<file path="src/rtl/core/telnet_option_negotiator_defines.svh">
// ---------------------------------------------------------------------------
// Telnet option negotiator assertion macros
// Shared concurrent assertion forms, clocked on clk, disabled in reset.
// ---------------------------------------------------------------------------
`ifndef TELNET_OPTION_NEGOTIATOR_DEFINES_SVH
`define TELNET_OPTION_NEGOTIATOR_DEFINES_SVH

// same-cycle implication
`define TNO_ASSERT_IMPL(lbl, ante, cons) \
	lbl: assert property (@(posedge clk) disable iff (!arst_n) (ante) |-> (cons)) \
		else $error("telnet negotiator assertion failed");

// next-cycle implication
`define TNO_ASSERT_NEXT(lbl, ante, cons) \
	lbl: assert property (@(posedge clk) disable iff (!arst_n) (ante) |=> (cons)) \
		else $error("telnet negotiator assertion failed");

`endif

</file>
<file path="src/rtl/core/tno_pkg.sv">
// ---------------------------------------------------------------------------
// Telnet option negotiator package
// Payload types, queue entry type, protocol constants and reply table.
// ---------------------------------------------------------------------------
`timescale 1ns / 1ps

package tno_pkg;

	localparam int TNO_QDEPTH = 4;

	localparam logic [7:0] T_IAC  = 8'd255;
	localparam logic [7:0] T_DONT = 8'd254;
	localparam logic [7:0] T_DO   = 8'd253;
	localparam logic [7:0] T_WONT = 8'd252;
	localparam logic [7:0] T_WILL = 8'd251;
	localparam logic [7:0] T_SB   = 8'd250;
	localparam logic [7:0] T_SE   = 8'd240;

	localparam logic [7:0] OPT_ECHO  = 8'd1;
	localparam logic [7:0] OPT_SGA   = 8'd3;
	localparam logic [7:0] OPT_TTYPE = 8'd24;
	localparam logic [7:0] TTYPE_IS   = 8'd0;
	localparam logic [7:0] TTYPE_SEND = 8'd1;

	localparam logic [3:0] IDX_LAST_THREE = 4'd2;
	localparam logic [3:0] IDX_LAST_TTYPE = 4'd11;

	typedef struct packed {
		logic [7:0] rx_byte;
		logic       segment_end;
	} rx_item_t;

	typedef struct packed {
		logic [7:0] reply_byte;
		logic       reply_last;
	} tx_item_t;

	typedef enum logic {
		REPLY_THREE = 1'b0,
		REPLY_TTYPE = 1'b1
	} reply_kind_t;

	typedef struct packed {
		reply_kind_t kind;
		logic [7:0]  verb;
		logic [7:0]  opt;
	} reply_cmd_t;

	typedef struct packed {
		logic empty;
		logic full;
	} q_status_t;

	function automatic logic [7:0] ttype_byte(input logic [3:0] idx);
		logic [7:0] b;
		unique case (idx)
			4'd0:    b = T_IAC;
			4'd1:    b = T_SB;
			4'd2:    b = OPT_TTYPE;
			4'd3:    b = TTYPE_IS;
			4'd4:    b = 8'h50;
			4'd5:    b = 8'h49;
			4'd6:    b = 8'h43;
			4'd7:    b = 8'h4F;
			4'd8:    b = 8'h32;
			4'd9:    b = 8'h57;
			4'd10:   b = T_IAC;
			4'd11:   b = T_SE;
			default: b = T_SE;
		endcase
		return b;
	endfunction

	function automatic logic [7:0] reply_byte_at(input reply_cmd_t cmd, input logic [3:0] idx);
		logic [7:0] b;
		if (cmd.kind == REPLY_TTYPE) begin
			b = ttype_byte(idx);
		end else begin
			unique case (idx)
				4'd0:    b = T_IAC;
				4'd1:    b = cmd.verb;
				default: b = cmd.opt;
			endcase
		end
		return b;
	endfunction

endpackage

</file>
<file path="src/rtl/core/tno_front.sv">
// ---------------------------------------------------------------------------
// Telnet negotiator front end
// Parses the received byte stream and queues reply commands.
// ---------------------------------------------------------------------------
`timescale 1ns / 1ps

module tno_front (
	input  logic               clk,
	input  logic               arst_n,
	input  logic               rx_valid,
	output logic               rx_stall,
	input  tno_pkg::rx_item_t  rx_item,
	input  tno_pkg::q_status_t q_status,
	output logic               push,
	output tno_pkg::reply_cmd_t push_cmd
);
	import tno_pkg::*;

	typedef enum logic [2:0] {
		PH_NORMAL = 3'd0,
		PH_IAC    = 3'd1,
		PH_VERB   = 3'd2,
		PH_SBOPT  = 3'd3,
		PH_SBTT   = 3'd4,
		PH_SBBODY = 3'd5,
		PH_SBIAC  = 3'd6
	} phase_t;

	localparam logic [1:0] CMD_WILL = 2'd0;
	localparam logic [1:0] CMD_WONT = 2'd1;
	localparam logic [1:0] CMD_DO   = 2'd2;
	localparam logic [1:0] CMD_DONT = 2'd3;

	phase_t     phase_q, phase_d;
	logic [1:0] held_q, held_d;
	logic       accept;
	logic       want_push;
	logic [7:0] b;

	assign rx_stall = q_status.full;
	assign accept   = rx_valid && !rx_stall;
	assign b        = rx_item.rx_byte;
	assign push     = accept && want_push;

	always_comb begin
		phase_d   = phase_q;
		held_d    = held_q;
		want_push = 1'b0;
		push_cmd  = '{kind: REPLY_THREE, verb: T_WONT, opt: b};
		unique case (phase_q)
			PH_IAC: begin
				if (b >= T_WILL && b <= T_DONT) begin
					held_d  = b[1:0] + 2'd1;
					phase_d = PH_VERB;
				end else if (b == T_SB) begin
					phase_d = PH_SBOPT;
				end else begin
					phase_d = PH_NORMAL;
				end
			end
			PH_VERB: begin
				want_push = 1'b1;
				unique case (held_q)
					CMD_WILL: push_cmd.verb = (b == OPT_ECHO || b == OPT_SGA) ? T_DO : T_DONT;
					CMD_WONT: push_cmd.verb = T_DONT;
					CMD_DO:   push_cmd.verb = (b == OPT_SGA || b == OPT_TTYPE) ? T_WILL : T_WONT;
					CMD_DONT: push_cmd.verb = T_WONT;
				endcase
				phase_d = PH_NORMAL;
			end
			PH_SBOPT: begin
				if (b == OPT_TTYPE) phase_d = PH_SBTT;
				else if (b == T_IAC) phase_d = PH_SBIAC;
				else phase_d = PH_SBBODY;
			end
			PH_SBTT: begin
				if (b == TTYPE_SEND) begin
					want_push     = 1'b1;
					push_cmd.kind = REPLY_TTYPE;
					phase_d       = PH_SBBODY;
				end else if (b == T_IAC) begin
					phase_d = PH_SBIAC;
				end else begin
					phase_d = PH_SBBODY;
				end
			end
			PH_SBBODY: begin
				if (b == T_IAC) phase_d = PH_SBIAC;
			end
			PH_SBIAC: begin
				phase_d = (b == T_SE) ? PH_NORMAL : PH_SBBODY;
			end
			default: begin
				phase_d = (b == T_IAC) ? PH_IAC : PH_NORMAL;
			end
		endcase
		if (rx_item.segment_end) begin
			phase_d = PH_NORMAL;
			held_d  = CMD_WILL;
		end
	end

	always_ff @(posedge clk or negedge arst_n) begin
		if (!arst_n) begin
			phase_q <= PH_NORMAL;
			held_q  <= CMD_WILL;
		end else if (accept) begin
			phase_q <= phase_d;
			held_q  <= held_d;
		end
	end

endmodule

</file>
<file path="src/rtl/core/tno_queue.sv">
// ---------------------------------------------------------------------------
// Telnet negotiator command queue
// Small FIFO of reply commands between parser and reply sequencer.
// ---------------------------------------------------------------------------
`timescale 1ns / 1ps
`include "telnet_option_negotiator_defines.svh"

module tno_queue #(
	parameter int DEPTH = tno_pkg::TNO_QDEPTH
) (
	input  logic                clk,
	input  logic                arst_n,
	input  logic                push,
	input  tno_pkg::reply_cmd_t push_cmd,
	input  logic                pop,
	output tno_pkg::reply_cmd_t head,
	output tno_pkg::q_status_t  q_status
);
	import tno_pkg::*;

	localparam int PW = $clog2(DEPTH);
	localparam int CW = $clog2(DEPTH + 1);
	localparam logic [PW-1:0] PTR_LAST = PW'(DEPTH - 1);
	localparam logic [CW-1:0] CNT_FULL = CW'(DEPTH);

	reply_cmd_t    mem_q [DEPTH];
	logic [PW-1:0] wr_q, rd_q;
	logic [CW-1:0] cnt_q;

	assign q_status.empty = (cnt_q == '0);
	assign q_status.full  = (cnt_q == CNT_FULL);
	assign head           = mem_q[rd_q];

	always_ff @(posedge clk) begin
		if (push) mem_q[wr_q] <= push_cmd;
	end

	always_ff @(posedge clk or negedge arst_n) begin
		if (!arst_n) begin
			wr_q  <= '0;
			rd_q  <= '0;
			cnt_q <= '0;
		end else begin
			if (push) wr_q <= (wr_q == PTR_LAST) ? '0 : wr_q + PW'(1);
			if (pop) rd_q <= (rd_q == PTR_LAST) ? '0 : rd_q + PW'(1);
			if (push && !pop) cnt_q <= cnt_q + CW'(1);
			else if (pop && !push) cnt_q <= cnt_q - CW'(1);
		end
	end

	`TNO_ASSERT_IMPL(a_no_overflow, push, !q_status.full)
	`TNO_ASSERT_IMPL(a_no_underflow, pop, !q_status.empty)
	`TNO_ASSERT_IMPL(a_cnt_range, 1'b1, cnt_q <= CNT_FULL)

endmodule

</file>
<file path="src/rtl/core/tno_back.sv">
// ---------------------------------------------------------------------------
// Telnet negotiator reply sequencer
// Expands queued commands into reply bytes behind an output register.
// ---------------------------------------------------------------------------
`timescale 1ns / 1ps
`include "telnet_option_negotiator_defines.svh"

module tno_back (
	input  logic                clk,
	input  logic                arst_n,
	input  tno_pkg::reply_cmd_t head,
	input  tno_pkg::q_status_t  q_status,
	output logic                pop,
	output logic                tx_valid,
	input  logic                tx_stall,
	output tno_pkg::tx_item_t   tx_item
);
	import tno_pkg::*;

	reply_cmd_t cur_q;
	logic [3:0] idx_q;
	logic       busy_q;
	logic       valid_q;
	tx_item_t   item_q;
	logic       advance;
	logic [3:0] last_idx;
	logic       at_last;

	assign tx_valid = valid_q;
	assign tx_item  = item_q;
	assign advance  = !valid_q || !tx_stall;
	assign pop      = advance && !busy_q && !q_status.empty;
	assign last_idx = (cur_q.kind == REPLY_TTYPE) ? IDX_LAST_TTYPE : IDX_LAST_THREE;
	assign at_last  = (idx_q == last_idx);

	always_ff @(posedge clk) begin
		if (advance) begin
			if (busy_q) begin
				item_q.reply_byte <= reply_byte_at(cur_q, idx_q);
				item_q.reply_last <= at_last;
			end else begin
				item_q.reply_byte <= T_IAC;
				item_q.reply_last <= 1'b0;
			end
			if (pop) cur_q <= head;
		end
	end

	always_ff @(posedge clk or negedge arst_n) begin
		if (!arst_n) begin
			valid_q <= 1'b0;
			busy_q  <= 1'b0;
			idx_q   <= '0;
		end else if (advance) begin
			if (busy_q) begin
				valid_q <= 1'b1;
				if (at_last) begin
					busy_q <= 1'b0;
					idx_q  <= '0;
				end else begin
					idx_q <= idx_q + 4'd1;
				end
			end else if (pop) begin
				valid_q <= 1'b1;
				busy_q  <= 1'b1;
				idx_q   <= 4'd1;
			end else begin
				valid_q <= 1'b0;
			end
		end
	end

	`TNO_ASSERT_IMPL(a_busy_idx, busy_q, idx_q != 4'd0 && idx_q <= last_idx)
	`TNO_ASSERT_NEXT(a_pop_starts, pop, busy_q && idx_q == 4'd1)
	`TNO_ASSERT_IMPL(a_no_pop_busy, busy_q, !pop)

endmodule

</file>
<file path="src/rtl/core/telnet_option_negotiator.sv">
// ---------------------------------------------------------------------------
// Telnet option negotiator
// Client-side option negotiation over a received Telnet byte stream.
// ---------------------------------------------------------------------------
// Usage:
//   rx channel (rx_valid/rx_stall/rx_item) takes one received byte per
//   transfer, with segment_end set on the last byte of a receive segment.
//   tx channel (tx_valid/tx_stall/tx_item) gives reply bytes; reply_last
//   marks the final byte of each three- or twelve-byte reply.
//   Throughput: one received byte per cycle while the command queue has
//   room; replies leave at one byte per cycle while tx_stall is low.
//   The first reply byte follows the byte that completes the request
//   through the queue write, then the output register.
//   When the receiver holds tx_stall, the output register holds its byte
//   and the queue fills; rx_stall rises only once the queue is full.
//   Reset (arst_n low) returns the parser to normal text, clears the queue
//   and drops tx_valid.
// ---------------------------------------------------------------------------
`timescale 1ns / 1ps

module telnet_option_negotiator #(
	parameter int QDEPTH = tno_pkg::TNO_QDEPTH
) (
	input  logic              clk,
	input  logic              arst_n,
	input  logic              rx_valid,
	output logic              rx_stall,
	input  tno_pkg::rx_item_t rx_item,
	output logic              tx_valid,
	input  logic              tx_stall,
	output tno_pkg::tx_item_t tx_item
);
	import tno_pkg::*;

	q_status_t  q_status;
	logic       push;
	logic       pop;
	reply_cmd_t push_cmd;
	reply_cmd_t head;

	tno_front u_front (
		.clk      (clk),
		.arst_n   (arst_n),
		.rx_valid (rx_valid),
		.rx_stall (rx_stall),
		.rx_item  (rx_item),
		.q_status (q_status),
		.push     (push),
		.push_cmd (push_cmd)
	);

	tno_queue #(
		.DEPTH (QDEPTH)
	) u_queue (
		.clk      (clk),
		.arst_n   (arst_n),
		.push     (push),
		.push_cmd (push_cmd),
		.pop      (pop),
		.head     (head),
		.q_status (q_status)
	);

	tno_back u_back (
		.clk      (clk),
		.arst_n   (arst_n),
		.head     (head),
		.q_status (q_status),
		.pop      (pop),
		.tx_valid (tx_valid),
		.tx_stall (tx_stall),
		.tx_item  (tx_item)
	);

endmodule

</file>
<file path="config.mk">
export PLATFORM = sky130hd
export DESIGN_NAME = telnet_option_negotiator
export DESIGN_NICKNAME = d
export VERILOG_FILES = /design/src/rtl/core/tno_pkg.sv /design/src/rtl/core/tno_front.sv /design/src/rtl/core/tno_queue.sv /design/src/rtl/core/tno_back.sv /design/src/rtl/core/telnet_option_negotiator.sv
export VERILOG_INCLUDE_DIRS = /design/src /design/src/rtl/core
export SDC_FILE = /design/constraint.sdc
export NUM_CORES = 1
export LEC_CHECK = 0
export BUFFER_PORTS_ARGS = -buffer_cell sky130_fd_sc_hd__buf_2
export CAP_MARGIN = 20
export CORE_ASPECT_RATIO = 1.25
export CORE_UTILIZATION = 45
export CTS_CLUSTER_DIAMETER = 200
export DETAILED_ROUTE_END_ITERATION = 10
export GPL_ROUTABILITY_DRIVEN = 0
export PLACE_DENSITY = 0.67
export SLEW_MARGIN = 20
export SYNTH_ARGS = -nofsm -noshare
export SYNTH_HDL_FRONTEND = slang
export SYNTH_HIERARCHICAL = 1
export SYNTH_SLANG_ARGS = --single-unit
</file>
<file path="constraint.sdc">
create_clock -name clk -period 3.35 [get_ports clk]
set_clock_uncertainty 0.15 [all_clocks]
set_input_delay 0.1675 -clock clk [delete_from_list [all_inputs] [get_ports clk]]
set_output_delay 0.1675 -clock clk [all_outputs]
set_load 0.01 [all_outputs]
</file>
* Word level (Yosys, flattened, before mapping)
Memory sizes are Yosys's and may differ from the RTL's. A register that Yosys moved wholly into a read port is not among the register bits.
Cells that the tools add are included.
W data, S select, Z words.
** Word-level totals
- Input port bits :: 13
- Register bits after elaboration :: 27
- ROM bits :: 128
- Memories :: 2
- Memory bits (writable) :: 68
- Bits in latches :: 0
- Output and inout port bits :: 11
** Operators by class
- Reduce and logical (&&, ||, !) cells :: 28
- Divide/modulo/power cells :: 0
- Add/sub/neg operators :: 6
- Magnitude comparators :: 2
- Multiply operators :: 0
- Shifts and indexed selects :: 0
- Mux-type cells :: 36
- Equality and inequality tests :: 21
- Bitwise operators :: 0
** Memories
- (no name shown) :: depth 16, width 8, rd ports 1, clocked after memory_dff 0, wr ports 0, line tno_pkg.sv:56 : unique case (idx)
- u_queue.mem_q :: depth 4, width 17, rd ports 1, clocked after memory_dff 1, wr ports 1, line tno_queue.sv:26 : reply_cmd_t mem_q [DEPTH];
** Operators by type and width (number)
- $pmux W8 S4 :: 1
- $mux W3 :: 9
- $eq A8 B8 Y1 const B :: 3
- $pmux W3 S6 :: 1
- $mux W2 :: 8
- $mux W4 :: 4
- $mux W8 :: 2
- $pmux W8 S2 :: 1
- $eq A3 B3 Y1 const B :: 4
- $mux W1 :: 9
- $eq A2 B2 Y1 const B :: 4
- $eq A8 B1 Y1 const B :: 1
- $eq A8 B2 Y1 const B :: 1
- $eq A8 B5 Y1 const B :: 1
- $ge A8 B8 Y1 const B :: 1
- $le A8 B8 Y1 const B :: 1
- $reduce_bool A2 Y1 :: 4
- $logic_and A1 B1 Y1 :: 7
- $logic_not A1 Y1 :: 7
- $add A2 B1 Y2 const B :: 3
- $eq A3 B2 Y1 const B :: 2
- $reduce_and A2 Y1 :: 3
- $add A4 B1 Y4 const B :: 1
- $eq A4 B1 Y1 const B :: 1
- 12 further kinds :: 14

* Logic depth before layout (Yosys ltp)
- Depth in word-level cells :: 8
- Gate-level depth with buffers :: 10
- Gate-level depth less buffers :: 10

* Hierarchy
Netlist, hierarchy kept.
** By module, submodules not included
- tno_queue :: cells each 126, times used 1, area each 2912.8 sq um, sequential area each 2217.1 sq um
- tno_back :: cells each 132, times used 1, area each 1687.9 sq um, sequential area each 930.9 sq um
- tno_front :: cells each 99, times used 1, area each 784.5 sq um, sequential area each 125.1 sq um

* Worst setup path before layout
OpenSTA, ideal clock, no wires.
- Path type :: register to register
- From :: register u_front.phase_q[1]
- To :: register u_queue.cnt_q[2]
- Arrival time :: 2405 ps
- Path buffers :: 1
- Library setup time :: 79 ps
- Period minus slack after synthesis :: 2634 ps
- Stages on the path, launching flop included :: 11
- Slack :: 716 ps
- Path through :: dfrtp_1 > buf_6 > nor2b_1 > nand4_1 > a211oi_1 > ha_1 > inv_1 > fa_1 > xor2_1 > nor2_1 > xor2_1
** On the way
- Word-level cells in the longest chain between the ends :: 6
- Elaborated cells between the ends (all ways) :: 9
- Those cells by class :: eq/ne (2); mux (2); reduce/logical (5)
** RTL lines
- start, declared :: line tno_front.sv:34 : phase_t phase_q, phase_d;
- start signal, assigned :: line tno_front.sv:108 : phase_q <= phase_d;
- $eq A3 B3 Y1 or $eq A3 B2 Y1 (tied branches) :: line tno_front.sv:50 : unique case (phase_q)
- $pmux W1 S2 * :: line tno_front.sv:50
- $logic_and A1 B1 Y1 * :: line tno_front.sv:43 : assign push = accept && want_push;
- named net push :: line telnet_option_negotiator.sv:36 : logic push;
- $logic_not A1 Y1 :: line tno_queue.sv:47 : else if (pop && !push) cnt_q <= cnt_q - CW'(1);
- $logic_and A1 B1 Y1 :: line tno_queue.sv:47
- $reduce_bool A2 Y1 (no line)
- end signal, assigned :: line tno_queue.sv:46 : if (push && !pop) cnt_q <= cnt_q + CW'(1);
- end signal, assigned :: line tno_queue.sv:47
- end, declared :: line tno_queue.sv:28 : logic [CW-1:0] cnt_q;
Mark *: on every way through the listed nets, which the timed path passes. The rest lies on a longest branch.
A chain may end at the register's enable or synchronous reset.

* Worst setup path after layout
- From :: input port rx_item[6] in the netlist's numbering
- To :: register u_queue.cnt_q[2]
** On the way
- Word-level cells in the longest chain between the ends :: 7
- Elaborated cells between the ends (all ways) :: 9
- Those cells by class :: eq/ne (1); mux (3); reduce/logical (5)
** RTL lines
- start, declared :: line telnet_option_negotiator.sv:28 : input tno_pkg::rx_item_t rx_item,
- $eq A8 B1 Y1 * :: line tno_front.sv:77 : if (b == TTYPE_SEND) begin
- $mux W1 * :: line tno_front.sv:77
- $pmux W1 S2 * :: line tno_front.sv:50
- $logic_and A1 B1 Y1 * :: line tno_front.sv:43
- named net push :: line telnet_option_negotiator.sv:36
- $logic_not A1 Y1 :: line tno_queue.sv:47
- $logic_and A1 B1 Y1 :: line tno_queue.sv:47
- $reduce_bool A2 Y1 (no line)
Marked as above.

==> impl_metrics.toml <==
[timing]
min_period_over_period_pct = 84.0
tightestPinTransition_ns = 0.818
setup_tns_ns = 0
fin_crit_ns = 2.81
setup_viol = 0
drv_slew = 0
grt_setup_unrepaired = "no"
hold_viol_final = 0
relSlewSlack_pct = 45.5
max_freq_ghz = 0.355

[final_layout]
fin_cells = 551
drive_gt1_share_pct = 19.2
syn_to_final_growth_pct = 9.94
ff_latch_area_um2 = 3270
final_area_um2 = 5920
multi_input_comb_area_um2 = 1840
fill_cells = 980
layout.nets = 420
diodes = 0

[clock_tree]
h-tree-depth = 3
root_buffer = "clkbuf_16"
cts_tree = "done"
cts_buffers = 9
clock_sinks = 112
cts_post_setup_buffers_inserted = 0
worstSkewPairLatency_ns = 0.34
path_clk_slew_ns = 0.07
cts_buffer_depth = 2

[setup_path]
cp_data_arrival_time_ns = 2.93
slowest_delay_ns = 0.53
critPathRequiredTime_ns = 3.47
critPathLaunchType = "primary input"
crit_path_frequent_cell = "xor2_1"
critPathTopFamily = "buffers and inverters"
path_max_fanout = 9
path_cells = "dlygate4sd3_1, buf_2, nor4_4, nand4_1, a211oi_1, buf_4, ha_1, inv_1, fa_1, xor2_1, nor2_1, xor2_1"
worstSetupPathType = "in -> reg"
critPathCaptureType = "register"
worst-path-buf-inv = 4
slowest_stage = "dlygate4sd3_1"

[power_and_ir_drop]
power_density_nw_per_um2 = 616
total_power_mw = 3.65
vdd_drop_max_mv = 0.341
p_leak_nw = 2.17

[floorplan]
rows = 44
start_util_pct = 46.4
core_um2 = 11600
io_pins = 24
die_w_um = 99.8
die_y_um = 124
die_area_um2 = 12400

[global_route]
antenna_found_initial = 0
grtUsageTotal_pct = 15.8
grt_pass1_wl_mm = 14.9
grt_max_degree = 24
grt_overflow = 0
grt_pass1_vias = 2925

[drt]
drc = 0
vias = 2983
drt_iter0_markers = 128
wirelength_mm = 9.02
viasPerCell = 5.41
first_pass_iters = 4
wl_per_cell_um = 16.4
ant_nets = 0

[outcome]
status = "completed"

[run]
max-cap-violations = 0

[yosys]
ys_warn_count = 6
synthArstFlopShare_pct = 16.1
synthCells = 357
synth-edff-count = 94
synth_seq_area_share_pct = 60.8
syn_area_um2 = 5390
synth.avg_cell_area_um2 = 15.1
synth-main-ff-cell = "edfxtp_1"
synth_cell_types = 69
synth_seq_cells = 112

[place]
dp_hpwl_mm = 6.10
placed_area_um2 = 5540
port_buffers = 23
placed_cells = 525

[min_path]
hold_class = "in -> reg"
-- registers in the layout, summed over array words and instances (netlist names), 2 cells and up --
register	flops
u_back/cur_q	17
u_back/idx_q	4
u_back/tx_item	9
u_front/held_q	2
u_front/phase_q	3
u_queue/cnt_q	3
u_queue/mem_q	68
u_queue/rd_q	2
u_queue/wr_q	2
-- placed cells by master (no fill, tap or decap), types with 5 or more instances in the layout --
cell and instances:
dlygate4sd3_1 10, mux4_2 8, mux4_1 9, nand3_1 9
a21oi_1 12, buf_4 7, and2_1 10, nand2_1 16
edfxtp_1 94, dfrtp_1 18, clkbuf_16 9, buf_2 23
o21ai_0 8, conb_1 5, inv_1 17, ha_1 21
nor2_1 16
-- metal layers --
metal  global-route usage, %  vias to the layer above  part of all wire, %
met2                    27.1                       62                   52
met4                    4.58                        0                 0.87
met1                    19.5                     1500                   43
met3                    3.93                        6                  3.5
li1                        -                     1415                    -
met5                       0                        -                    0
-- synth_stat cells, types with 4 or more instances --
master	instances	area share (%)
a21oi_1	12	1.1
a22oi_1	4	0.56
a31oi_1	4	0.46
and2_1	10	1.2
buf_2	4	0.37
buf_4	16	2.2
buf_6	6	1.3
dfrtp_1	18	8.4
edfxtp_1	94	52
ha_1	21	4.9
inv_1	17	1.2
mux2_2	4	0.84
mux2i_1	4	0.74
mux4_1	9	4.4
mux4_2	8	3.3
nand2_1	16	1.1
nand2b_1	4	0.46
nand3_1	9	0.84
nand4_1	4	0.46
nor2_1	16	1.1
o21ai_0	8	0.74
-- path summary, 6_finish.rpt --
kind | from | endpoint | cells after the start | slack (ns)
min in group asynchronous | arst_n | u_back/tx_valid | 2 | 0.16
max in group asynchronous | arst_n | u_front/phase_q[0] | 2 | 2.59
worst min-delay path | rx_item[3] | u_queue/mem_q[1][2] | 1 | 0.05
worst min register to register | u_queue/cnt_q[2] | u_queue/cnt_q[2] | 1 | 0.37
worst max-delay path | rx_item[6] | u_queue/cnt_q[2] | 12 | 0.54
worst max register to register | u_front/phase_q[2] | u_queue/cnt_q[2] | 10 | 0.70
-- where the power goes --
part	internal [mW]	leakage (nW)	total [mW]	switching [mW]
clock	0.517	0.136	1.01	0.490
combinational	0.404	0.920	0.822	0.417
sequential	1.63	1.11	1.82	0.187
-- final cells by class --
| type | count | area share [%] |
|---|---|---|
| flip-flops and latches | 112 | 55.3 |
| multi-input cells | 205 | 31.0 |
| repair buffers | 40 | 4.52 |
| clock buffers | 10 | 3.87 |
| well taps | 161 | 3.40 |
| inverters | 17 | 1.08 |
| clock inverters | 6 | 0.845 |
-- logic make-up after synthesis --
kind of cell / count (synthesis) / share of synthesized area [%]
simple gates: 91 / 10.7
xor+xnor: 3 / 0.488
compound gates: 59 / 8.02
buf+inv: 44 / 5.41
flops: 112 / 60.8
mux: 25 / 9.32
other cells: 1 / 0.0696
fa+ha+maj: 22 / 5.25
-- per-stage QoR --
stage / setup WS (ns) / utilization, % / hold WS [ns]
global placement: 0.802 / 47.7 / -0.0263
detailed placement: 0.704 / 47.7 / -0.00675
finish: 0.536 / 51.0 / 0.0451
floorplan: 0.716 / - / -0.278
global route: 0.320 / 51.0 / 0.0349
CTS: 0.552 / 51.0 / 0.0309
-- what timing repair did --
item                                   4_1_cts  5_1_grt
setup endpoints to repair                    0        0
resized for setup                            0        0
endpoints found under the hold margin       49        0
hold buffers                                10        0
Power figures use the tool's default switching activity.
